[src/sv/efsq_pkg.sv]
`timescale 1ns / 1ps
// ----------------------------------------------------------------------------
// efsq_pkg
// Field widths, register indexes and stream payload layouts of the earliest
// free server queue.
// ----------------------------------------------------------------------------
package efsq_pkg;

  localparam int unsigned ARRIVAL_W = 24;
  localparam int unsigned SERVICE_W = 24;
  localparam int unsigned WAIT_W    = 24;
  localparam int unsigned SERVER_W  = 3;
  localparam int unsigned SUM_W     = 40;
  localparam int unsigned CNT_W     = 16;
  localparam int unsigned ACTIVE_W  = 4;
  localparam int unsigned LIMIT_W   = 24;

  localparam int unsigned IN_TDATA_W   = ARRIVAL_W + SERVICE_W;
  localparam int unsigned OUT_FIELDS_W = WAIT_W + SERVER_W + SUM_W + 2 * CNT_W;
  localparam int unsigned OUT_TDATA_W  = ((OUT_FIELDS_W + 7) / 8) * 8;
  localparam int unsigned OUT_PAD_W    = OUT_TDATA_W - OUT_FIELDS_W;

  localparam int unsigned CFG_IDX_W  = 1;
  localparam int unsigned CFG_DATA_W = 24;

  localparam logic [ACTIVE_W-1:0] ACTIVE_RST = ACTIVE_W'(1);
  localparam logic [LIMIT_W-1:0]  LIMIT_RST  = LIMIT_W'(10);

  typedef enum logic [CFG_IDX_W-1:0] {
    CfgActiveServers,
    CfgLongWaitLimit
  } cfg_idx_e;

  typedef struct packed {
    logic [SERVICE_W-1:0] service_time;
    logic [ARRIVAL_W-1:0] arrival_time;
  } in_tdata_t;

  typedef struct packed {
    logic [OUT_PAD_W-1:0] pad;
    logic [CNT_W-1:0]     jobs_seen;
    logic [CNT_W-1:0]     long_wait_jobs;
    logic [SUM_W-1:0]     total_wait;
    logic [SERVER_W-1:0]  chosen_server;
    logic [WAIT_W-1:0]    job_wait;
  } out_tdata_t;

endpackage

[src/sv/earliest_free_server_queue_top.sv]
`timescale 1ns / 1ps
// ----------------------------------------------------------------------------
// earliest_free_server_queue_top
// Takes one job request at a time, gives it to the active server that is
// free earliest (lowest index on ties) and returns the wait, the server and
// saturating running totals. start_batch clears free times and totals first.
// The free times of the active servers (active_servers clamped to
// 1..MAX_SERVERS) sit in one single-port memory with a registered read,
// which is scanned one server per cycle, followed by a drain state, an
// update and write-back state and a totals state that loads the result;
// the next request is taken in the idle state that follows. Results wait in
// an output register; a stalled output holds the block in the totals state.
// Configuration writes are taken in any cycle and must only be issued while
// the block is idle.
// ----------------------------------------------------------------------------
module earliest_free_server_queue_top #(
  parameter int unsigned MAX_SERVERS = 8,
  parameter int unsigned TIME_BITS   = 24
) (
  input  logic                                 clk_i,
  input  logic                                 rst_ni,
  input  logic                                 s_axis_tvalid,
  output logic                                 s_axis_tready,
  // arrival_time [23:0], service_time [47:24]
  input  logic [efsq_pkg::IN_TDATA_W-1:0]      s_axis_tdata,
  // start_batch
  input  logic                                 s_axis_tuser,
  output logic                                 m_axis_tvalid,
  input  logic                                 m_axis_tready,
  // job_wait [23:0], chosen_server [26:24], total_wait [66:27],
  // long_wait_jobs [82:67], jobs_seen [98:83], zero [103:99]
  output logic [efsq_pkg::OUT_TDATA_W-1:0]     m_axis_tdata,
  input  logic                                 cfg_valid_i,
  output logic                                 cfg_ready_o,
  input  logic [efsq_pkg::CFG_IDX_W-1:0]       cfg_index_i,
  input  logic [efsq_pkg::CFG_DATA_W-1:0]      cfg_data_i
);
  import efsq_pkg::*;

  localparam int unsigned IW = (MAX_SERVERS > 1) ? $clog2(MAX_SERVERS) : 1;
  localparam int unsigned CW = $clog2(MAX_SERVERS + 1);
  localparam int unsigned EW = (CW > ACTIVE_W) ? CW : ACTIVE_W;
  localparam int unsigned XW = (TIME_BITS > WAIT_W) ? TIME_BITS : WAIT_W;
  localparam int unsigned AW = ((TIME_BITS > SUM_W) ? TIME_BITS : SUM_W) + 1;

  localparam logic [XW-1:0] TIME_MAX_X = XW'((64'd1 << TIME_BITS) - 64'd1);
  localparam logic [XW-1:0] WAIT_MAX_X = XW'({WAIT_W{1'b1}});
  localparam logic [AW-1:0] SUM_MAX_X  = AW'({SUM_W{1'b1}});
  localparam logic [EW-1:0] MAX_SRV_X  = EW'(MAX_SERVERS);

  typedef enum logic [2:0] {
    StIdle,
    StScan,
    StDrain,
    StUpdate,
    StDone
  } state_e;

  state_e                 state_q;
  logic [MAX_SERVERS-1:0] valid_q;
  logic [ACTIVE_W-1:0]    active_q;
  logic [LIMIT_W-1:0]     limit_q;
  logic [SUM_W-1:0]       wait_sum_q;
  logic [CNT_W-1:0]       long_q;
  logic [CNT_W-1:0]       jobs_q;
  logic                   m_valid_q;
  out_tdata_t             out_q;
  logic                   rd_vld_q;

  logic [TIME_BITS-1:0]   arrival_q;
  logic [TIME_BITS-1:0]   service_q;
  logic [IW-1:0]          last_idx_q;
  logic [IW-1:0]          rd_addr_q;
  logic [IW-1:0]          rd_tag_q;
  logic [TIME_BITS-1:0]   rd_data_q;
  logic [IW-1:0]          best_q;
  logic [TIME_BITS-1:0]   best_val_q;
  logic [TIME_BITS-1:0]   wait_q;

  logic [TIME_BITS-1:0]   free_mem [MAX_SERVERS];

  in_tdata_t              req;
  logic                   in_accept;
  logic [XW-1:0]          arrival_x;
  logic [TIME_BITS-1:0]   arrival_d;
  logic [EW-1:0]          active_x;
  logic [EW-1:0]          n_x;
  logic [IW-1:0]          last_idx_d;
  logic [TIME_BITS-1:0]   rd_val;
  logic                   take;
  logic                   busy;
  logic [TIME_BITS-1:0]   base;
  logic [TIME_BITS:0]     free_sum;
  logic [TIME_BITS-1:0]   new_free;
  logic [TIME_BITS-1:0]   wait_d;
  logic [XW-1:0]          wait_x;
  logic [AW-1:0]          sum_x;
  logic [SUM_W-1:0]       sum_next;
  logic                   long_hit;
  logic [CNT_W-1:0]       long_next;
  logic [CNT_W-1:0]       jobs_next;
  logic [WAIT_W-1:0]      job_wait;
  logic [IW+SERVER_W-1:0] best_ext;
  logic                   out_free;
  logic                   cfg_write;

  assign req           = in_tdata_t'(s_axis_tdata);
  assign s_axis_tready = (state_q == StIdle);
  assign in_accept     = s_axis_tvalid & s_axis_tready;
  assign cfg_ready_o   = 1'b1;
  assign cfg_write     = cfg_valid_i & cfg_ready_o;
  assign m_axis_tvalid = m_valid_q;
  assign m_axis_tdata  = out_q;
  assign out_free      = !m_valid_q || m_axis_tready;

  always_comb begin
    arrival_x = XW'(req.arrival_time);
    if (arrival_x > TIME_MAX_X) begin
      arrival_x = TIME_MAX_X;
    end
    arrival_d = TIME_BITS'(arrival_x);
  end

  always_comb begin
    active_x = EW'(active_q);
    if (active_x == '0) begin
      n_x = EW'(1);
    end else if (active_x > MAX_SRV_X) begin
      n_x = MAX_SRV_X;
    end else begin
      n_x = active_x;
    end
    last_idx_d = IW'(n_x - EW'(1));
  end

  assign rd_val = valid_q[rd_tag_q] ? rd_data_q : '0;
  assign take   = rd_vld_q && ((rd_tag_q == '0) || (rd_val < best_val_q));

  always_comb begin
    busy     = best_val_q > arrival_q;
    base     = busy ? best_val_q : arrival_q;
    free_sum = {1'b0, base} + {1'b0, service_q};
    new_free = free_sum[TIME_BITS] ? '1 : free_sum[TIME_BITS-1:0];
    wait_d   = busy ? (best_val_q - arrival_q) : '0;
  end

  always_comb begin
    wait_x    = XW'(wait_q);
    sum_x     = AW'(wait_sum_q) + AW'(wait_q);
    sum_next  = (sum_x > SUM_MAX_X) ? '1 : SUM_W'(sum_x);
    long_hit  = wait_x > XW'(limit_q);
    long_next = (long_hit && (long_q != '1)) ? (long_q + CNT_W'(1)) : long_q;
    jobs_next = (jobs_q != '1) ? (jobs_q + CNT_W'(1)) : jobs_q;
    job_wait  = (wait_x > WAIT_MAX_X) ? '1 : WAIT_W'(wait_x);
    best_ext  = (IW + SERVER_W)'(best_q);
  end

  // Free-time memory: one read or one write per cycle, registered read.
  always_ff @(posedge clk_i) begin
    if (state_q == StScan) begin
      rd_data_q <= free_mem[rd_addr_q];
    end
    if (state_q == StUpdate) begin
      free_mem[best_q] <= new_free;
    end
  end

  always_ff @(posedge clk_i) begin
    if (in_accept) begin
      arrival_q  <= arrival_d;
      service_q  <= TIME_BITS'(XW'(req.service_time) > TIME_MAX_X ?
                               TIME_MAX_X : XW'(req.service_time));
      last_idx_q <= last_idx_d;
      rd_addr_q  <= '0;
    end else if (state_q == StScan) begin
      rd_addr_q <= rd_addr_q + IW'(1);
    end
    if (state_q == StScan) begin
      rd_tag_q <= rd_addr_q;
    end
    if (take) begin
      best_q     <= rd_tag_q;
      best_val_q <= rd_val;
    end
    if (state_q == StUpdate) begin
      wait_q <= wait_d;
    end
  end

  always_ff @(posedge clk_i or negedge rst_ni) begin
    if (!rst_ni) begin
      state_q    <= StIdle;
      valid_q    <= '0;
      active_q   <= ACTIVE_RST;
      limit_q    <= LIMIT_RST;
      wait_sum_q <= '0;
      long_q     <= '0;
      jobs_q     <= '0;
      m_valid_q  <= 1'b0;
      out_q      <= '0;
      rd_vld_q   <= 1'b0;
    end else begin
      if (cfg_write) begin
        case (cfg_idx_e'(cfg_index_i))
          CfgActiveServers: active_q <= cfg_data_i[ACTIVE_W-1:0];
          CfgLongWaitLimit: limit_q  <= cfg_data_i[LIMIT_W-1:0];
          default: ;
        endcase
      end
      if (m_valid_q && m_axis_tready && (state_q != StDone)) begin
        m_valid_q <= 1'b0;
      end
      rd_vld_q <= (state_q == StScan);
      case (state_q)
        StIdle: begin
          if (in_accept) begin
            if (s_axis_tuser) begin
              valid_q    <= '0;
              wait_sum_q <= '0;
              long_q     <= '0;
              jobs_q     <= '0;
            end
            state_q <= StScan;
          end
        end
        StScan: begin
          if (rd_addr_q == last_idx_q) begin
            state_q <= StDrain;
          end
        end
        StDrain: begin
          state_q <= StUpdate;
        end
        StUpdate: begin
          valid_q[best_q] <= 1'b1;
          state_q         <= StDone;
        end
        StDone: begin
          if (out_free) begin
            wait_sum_q          <= sum_next;
            long_q              <= long_next;
            jobs_q              <= jobs_next;
            out_q.pad           <= '0;
            out_q.job_wait      <= job_wait;
            out_q.chosen_server <= best_ext[SERVER_W-1:0];
            out_q.total_wait    <= sum_next;
            out_q.long_wait_jobs <= long_next;
            out_q.jobs_seen     <= jobs_next;
            m_valid_q           <= 1'b1;
            state_q             <= StIdle;
          end
        end
        default: begin
          state_q <= StIdle;
        end
      endcase
    end
  end

endmodule

[config.mk]
export PLATFORM = sky130hd
export DESIGN_NAME = earliest_free_server_queue_top
export DESIGN_NICKNAME = d
export VERILOG_FILES = /design/src/sv/efsq_pkg.sv /design/src/sv/earliest_free_server_queue_top.sv
export SDC_FILE = /design/constraint.sdc
export NUM_CORES = 1
export LEC_CHECK = 0
export BUFFER_PORTS_ARGS = -buffer_cell sky130_fd_sc_hd__buf_4
export CAP_MARGIN = 20
export CORE_ASPECT_RATIO = 0.5
export CORE_UTILIZATION = 61
export DETAILED_ROUTE_END_ITERATION = 7
export PLACE_DENSITY = 0.9
export SLEW_MARGIN = 0
export SYNTH_ARGS = -nofsm -noshare
export SYNTH_HDL_FRONTEND = slang
export SYNTH_SLANG_ARGS = --single-unit
[constraint.sdc]
create_clock -name clk_i -period 6.65 [get_ports clk_i]
set_input_delay 0.3325 -clock clk_i [delete_from_list [all_inputs] [get_ports clk_i]]
set_output_delay 0.3325 -clock clk_i [all_outputs]
set_load 0.1 [all_outputs]
==> run_results.csv, run 1 <==
group,metric,value,unit
layout,fill_cells,2588,
synth,synth_commonest_cells,"edfxtp_1, nand2_1, dfrtp_1, ha_1, o21ai_0",
timing,setup_tns,0,ns
synth,postSynthAreaPerCell,12.0,um2
critical_path,required,6.84,ns
clocking,clock-root-buffer,"clkbuf_16",
routing,wl_per_cell,22.3,um
critical_path,critPathKind,"flip-flop to flip-flop",
routing,vias_per_cell,6.26,
pwr,cellPowerDensity,523,nW/um2
critical_path,critical-path-max-stage-delay,0.66,ns
global_routing,grt_overflow_total,0,
clocking,cts.htree.levels,2,
global_routing,grt_max_degree,102,
synth,yosysTopAreaCell,"edfxtp_1",
global_routing,antenna_found_initial,2,
global_routing,globalRouteMet3Util,4.56,%
synth,ys_top_cells_by_area,"edfxtp_1, dfrtp_1, ha_1, mux4_2, nand2_1",
critical_path,reg2reg_depth,21,
timing,tightest_slew,1.08,ns
critical_path,critPathArrivalTime,6.66,ns
critical_path,cp-endpoint,"free_mem[1][21]$_DFFE_PP_",
synth,synth_top_area_share,37.0,%
placed_design,dp.cells,2815,
clocking,cts_tree,"done",
critical_path,crit_path_start_kind,"flip-flop",
global_routing,grtUsageMet1,39.0,%
synth,yosysUniqueCellTypes,71,
clocking,cts.path.max_buffers,3,
global_routing,grt-busiest-layer,"met2",
timing,fin_hold_ws,0.00670,ns
status,run_status,"finished clean",
clocking,cts_buffers,46,
global_routing,grt_pass1_vias,18700,
global_routing,use_met2,50.8,%
routing,drt_iter0_drc,2171,
synth,synth_area,26000,um2
synth,yosysMostFrequentCell,"edfxtp_1",
routing,drt_wl_total,66100,um
pwr,ir_drop,335,uV
floorplan,die_y,148,um
critical_path,worst_setup_path_end_kind,"flip-flop",
layout,nets,2558,
layout,drive_above_1_share,17.0,%
synth,synthArstFlopShare,39.6,%
layout,syn_to_final_growth,15.5,%
timing,fmax,0.155,GHz
critical_path,startpoint,"arrival_q[0]$_SDFFCE_PN1P_",
timing,clock_skew,0.0470,ns
critical_path,cp_max_fo,19,
timing,rsz0062_at_grt,"false",
timing,slew_viol_final,0,
critical_path,critPathSlowestCell,"a211oi_1",
synth,syn_inst,2164,
layout,fin_cells,2965,
critical_path,rr_endpoint,"free_mem[1][21]$_DFFE_PP_",
critical_path,regToRegSetupSlack,0.18,ns
layout,multi_input_area,10200,um2
clocking,cts_resized,0,
floorplan,rows,53,
synth,seq_area_frac_synth,57.7,%
floorplan,die_area,43500,um2
timing,hold_violations,0,
global_routing,grt_usage,30.3,%
timing,timing.final.crit_share,97.3,%
layout,regArea,15000,um2
placed_design,place_congestion,0.939,
placed_design,io_buffers,179,
synth,ys.flop_type,"edfxtp_1",
floorplan,initial_core_util,61.9,%
global_routing,grt_pass1_wl,102000,um
clocking,cts_setup_buffers,0,
pwr,p_leak,12.9,nW
routing,postRouteAntennaNets,0,
floorplan,die_w,294,um
clocking,path_clk_slew,0.09,ns
routing,vias,18600,
critical_path,r2r_start,"arrival_q[0]$_SDFFCE_PN1P_",
timing,finalSetupViolations,0,
synth,yosysWarningCount,0,
min_path,hp-class,"input pin to flip-flop",
routing,drc,0,
clocking,numClockSinks,536,
timing,layout_min_cycle_time,6.47,ns
floorplan,io_pins,186,
job,drv_cap,0,
synth,ys_ff_latch,536,
critical_path,crit_chain,"ha_1 > fa_1 > nor2b_1 > o2111ai_1 > nand3_1 > nand2_1 > o21ai_1 > a31oi_1 > o21ai_1 > and2_1 > buf_4 > mux2i_1 > ha_1 > and3_1 > a221oi_1 > o21ai_0 > o21a_1 > a211oi_1 > o21bai_1 > a211oi_1 > o21ai_0",
placed_design,dp_hpwl,41100,um
routing,first_pass_iters,6,
clocking,clk_latency,0.60,ns
floorplan,core_area,42000,um2
timing,slew_headroom,28.2,%
synth,synth_edf_count,321,
[cells by family after synthesis]
logic type               synth area share (%)
adder cells (fa/ha/maj)                  6.19
XOR/XNOR                                 3.27
multiplexers                             7.74
flip-flops                               57.7
AND/OR/NAND/NOR                          10.4
AO/OA/AOI/OAI                            11.1
other                                  0.0289
buffers and inverters                    3.59
[per-stage QoR]
stage / cell area [um2] / power [W] / worst slack [ns] / util (%)
after CTS: 30000 / 0.0155 / 0.533 / 71.4
after global routing: 30100 / 0.0164 / 0.00500 / 71.5
final: 30100 / 0.0157 / 0.179 / 71.5
after floorplan: 26000 / 0.0107 / 1.31 / -
after global placement: 27800 / 0.0123 / 0.845 / 66.2
after detailed placement: 27800 / 0.0126 / 0.563 / 66.2
[layer usage]
layer / routed length [um] / vias up
met5: 0 / -
met4: 3490 / 0
met3: 5470 / 245
met2: 32300 / 1074
met1: 24800 / 9032
li1: - / 8201
[how the worst min path moves through the flow]
| stage | to | start | depth (start not counted) |
|---|---|---|---|
| 2_1_floorplan | active_q[1]$_DFFE_PN0P_ | rst_ni | 0 |
| 3_3_place_gp | jobs_q[6]$_DFFE_PN0P_ | rst_ni | 1 |
| 3_5_place_dp | m_axis_tdata[89]$_DFFE_PN0P_ | rst_ni | 1 |
| 4_1_cts | limit_q[22]$_DFFE_PN0P_ | cfg_data_i[22] | 2 |
| 5_1_grt | limit_q[22]$_DFFE_PN0P_ | cfg_data_i[22] | 2 |
| 6_report | active_q[3]$_DFFE_PN0P_ | cfg_data_i[3] | 2 |
[sequential cells by signal (all words and copies together), names as in the netlist]
register       cells
m_axis_tdata      99
jobs_q            16
rd_addr_q          3
best_q             3
best_val_q        24
state_q            3
last_idx_q         3
long_q            16
free_mem         192
wait_sum_q        40
valid_q            8
service_q         24
rd_tag_q           3
limit_q           24
active_q           4
rd_vld_q           1
wait_q            24
m_axis_tvalid      1
rd_data_q         24
arrival_q         24
[layout make-up]
cell class	instances	share of cell area [%]
clock buffers	63	4.39
multi-input cells	1398	33.8
clock inverters	20	0.808
flip-flops and latches	536	50.0
inverters	102	1.27
repair buffers	268	7.33
diodes	1	0.00833
well taps	577	2.40
[worst max-delay path: cells and delay by family (launching register included)]
kind / cells / cell delay [ns]
simple gates: 5 / 0.86
flops: 1 / 0.40
compound gates: 11 / 3.29
mux: 1 / 0.26
fa+ha+maj: 3 / 0.95
buf+inv: 1 / 0.31
[report_power, final]
part	internal, W	switching, W	total [W]
sequential	0.00497	0.000677	0.00564
combinational	0.00232	0.00491	0.00723
clock	0.00159	0.00126	0.00285
[cells in the final DEF (no fill, tap or decap), types with 13 or more instances in the layout]
master	instances
a211oi_1	13
a21o_1	106
a21oi_1	105
a31oi_1	21
and3_1	27
buf_4	201
clkbuf_16	49
dfrtp_1	209
dlygate4sd3_1	65
edfxtp_1	321
ha_1	124
inv_1	102
mux2_2	53
mux2i_1	28
mux4_2	50
nand2_1	248
nand2b_1	20
nand3_1	44
nand4_1	27
nor2_1	98
nor2b_1	32
nor3_1	23
o21a_1	17
o21ai_0	122
xnor2_1	55
xor2_1	42
[timing repair]
item / CTS / global route
hold buffers: 65 / 0
endpoints found under the hold margin: 161 / 0
endpoints found under the setup margin: 0 / 0
No activity file was read; power rests on OpenSTA's default activity.
==> run 2, diff against run 1 <==
- CORE_UTILIZATION: 61 -> 65
- PLACE_DENSITY: 0.9 -> 0.94
- clock period: 6.65 -> 7.5 ns (I/O delays scaled with it)
==> run_results.csv, run 2 (synthesis gave the netlist of run 1 again) <==
group,metric,value,unit
status,run_status,"complete, but fails checks",
status,failed_checks,"DRC, hold timing",
critical_path,worst_setup_path_end_kind,"flip-flop",
floorplan,die_y,143,um
timing,setup_ws,0.318,ns
placed_design,place_congestion,0.928,
critical_path,critical-path-max-stage-delay,0.79,ns
layout,final_common_cell,"edfxtp_1",
timing,rsz0062_at_grt,"false",
critical_path,required,7.76,ns
pwr,ir_drop,310,uV
global_routing,grt_max_degree,128,
pwr,p_leak,12.8,nW
layout,antenna_cells,0,
layout,syn_to_final_growth,14.4,%
critical_path,critPathSlowestCell,"o21ai_0",
timing,tightest_slew,1.14,ns
floorplan,io_pins,186,
layout,largest_register_ffs,192,
routing,drt_iter0_drc,2567,
critical_path,cp-endpoint,"free_mem[2][21]$_DFFE_PP_",
timing,slew_headroom,24.3,%
global_routing,antenna_found_initial,0,
routing,first_pass_iters,8,
timing,hold_violations,37,
global_routing,grt_usage,35.0,%
placed_design,dp_hpwl,42100,um
critical_path,r2r_start,"best_val_q[1]$_DFFE_PP_",
routing,wl_per_cell,24.6,um
routing,drc,1,
critical_path,cp_max_fo,16,
layout,drive_above_1_share,16.9,%
critical_path,rr_endpoint,"free_mem[2][21]$_DFFE_PP_",
clocking,numClockSinks,536,
global_routing,grt_overflow_total,0,
floorplan,die_w,285,um
pwr,cellPowerDensity,474,nW/um2
timing,layout_min_cycle_time,7.18,ns
critical_path,crit_chain,"inv_1 > fa_1 > nor2b_1 > o2111ai_1 > nand3_1 > nand2_1 > o21ai_1 > a31oi_1 > o21ai_1 > and2_2 > buf_4 > mux2i_1 > ha_1 > o21ai_0 > nor2b_1 > o21ai_0 > o21a_1 > a211oi_1 > a21oi_1 > o21ai_0",
clocking,path_clk_slew,0.07,ns
clocking,cts_buffers,45,
critical_path,critPathKind,"flip-flop to flip-flop",
timing,clock_skew,0.0332,ns
floorplan,core_area,39200,um2
routing,drt_wl_total,71300,um
routing,vias,19000,
job,drv_cap,0,
placed_design,io_buffers,179,
floorplan,initial_core_util,66.4,%
clocking,cts.htree.levels,2,
timing,setup_tns,0,ns
clocking,cts_tree,"done",
global_routing,grt_pass1_vias,19000,
layout,regMostFlops,"free_mem",
floorplan,die_area,40900,um2
critical_path,cp_common_cell,"o21ai_0",
timing,fin_hold_ws,-0.0677,ns
critical_path,critPathArrivalTime,7.44,ns
placed_design,post-place-ws,1.02,ns
global_routing,grt_pass1_wl,108000,um
layout,fill_cells,2133,
routing,postRouteAntennaNets,0,
clocking,clk_latency,0.59,ns
clocking,clock-root-buffer,"clkbuf_16",
timing,slew_viol_final,0,
timing,timing.final.crit_share,95.8,%
routing,vias_per_cell,6.56,
timing,fmax,0.139,GHz
layout,final_core_util,75.9,%
floorplan,rows,51,
critical_path,regToRegSetupSlack,0.32,ns
critical_path,reg2reg_depth,20,
timing,finalSetupViolations,0,
critical_path,startpoint,"best_val_q[1]$_DFFE_PP_",
layout,nets,2537,
clocking,cts.path.max_buffers,3,
min_path,hp-class,"input pin to asynchronous set/reset pin",
layout,final_cell_mix,"edfxtp_1, nand2_1, dfrtp_1",
critical_path,crit_path_start_kind,"flip-flop",
run 2: report_power, final:
| group | internal, W | leakage (nW) | switching, W |
|---|---|---|---|
| Sequential | 0.00441 | 5.75 | 0.000516 |
| Clock | 0.00132 | 0.719 | 0.00112 |
| Combinational | 0.00207 | 6.32 | 0.00468 |
| Total | 0.00780 | 12.8 | 0.00632 |
run 2: critical path, delay by kind of cell (launching register included):
kind | cells | cell delay, ns
compound gates | 10 | 3.46
simple gates | 5 | 1.50
fa+ha+maj | 2 | 0.76
flops | 1 | 0.49
buf+inv | 2 | 0.38
mux | 1 | 0.25
run 2: cell type report:
cell class | count | area, um2 | share of cell area, %
inverters | 102 | 383 | 1.29
clock buffers | 62 | 1250 | 4.21
well taps | 530 | 663 | 2.23
multi-input cells | 1398 | 10200 | 34.2
clock inverters | 21 | 223 | 0.748
repair buffers | 248 | 2050 | 6.88
flip-flops and latches | 536 | 15000 | 50.5
run 2: layer usage:
layer	share of wire [%]	up-vias	global-route usage, %
met4	6.0	0	19.7
met1	35	9160	42.9
met5	0	-	0
met3	11	376	8.10
met2	48	1295	58.1
li1	-	8174	-
run 2: worst min-delay path by stage:
| stage | endpoint | start | cells past startpoint | slack (ns) |
|---|---|---|---|---|
| 6_report | m_axis_tdata[92]$_DFFE_PN0P_ | rst_ni | 1 | -0.07 |
| 5_1_grt | arrival_q[0]$_SDFFCE_PN1P_ | s_axis_tdata[0] | 1 | 0.002 |
| 4_1_cts | arrival_q[0]$_SDFFCE_PN1P_ | s_axis_tdata[0] | 1 | 0.001 |
| 3_5_place_dp | m_axis_tdata[48]$_DFFE_PN0P_ | m_axis_tdata[48]$_DFFE_PN0P_ | 2 | 0.47 |
| 3_3_place_gp | valid_q[5]$_DFFE_PN0P_ | valid_q[5]$_DFFE_PN0P_ | 1 | 0.46 |
| 2_1_floorplan | active_q[1]$_DFFE_PN0P_ | rst_ni | 0 | 0.08 |
run 2: timing repair:
action / 4_1_cts / 5_1_grt
hold endpoints to repair: 47 / 0
hold buffers: 47 / 0
setup endpoints to repair: 0 / 8
gates resized for setup: 0 / 1
buffers inserted: 0 / 0
run 2: through the flow:
step                cell area [um2]  instances  hold WS (ns)  power (W)
floorplan                     26000       2168        0.0794    0.00949
global placement              27700       2764         0.456     0.0109
detailed placement            27700       2764         0.465     0.0112
CTS                           29700       2894       0.00118     0.0137
global route                  29800       2897       0.00186     0.0146
finish                        29800       2897       -0.0677     0.0141
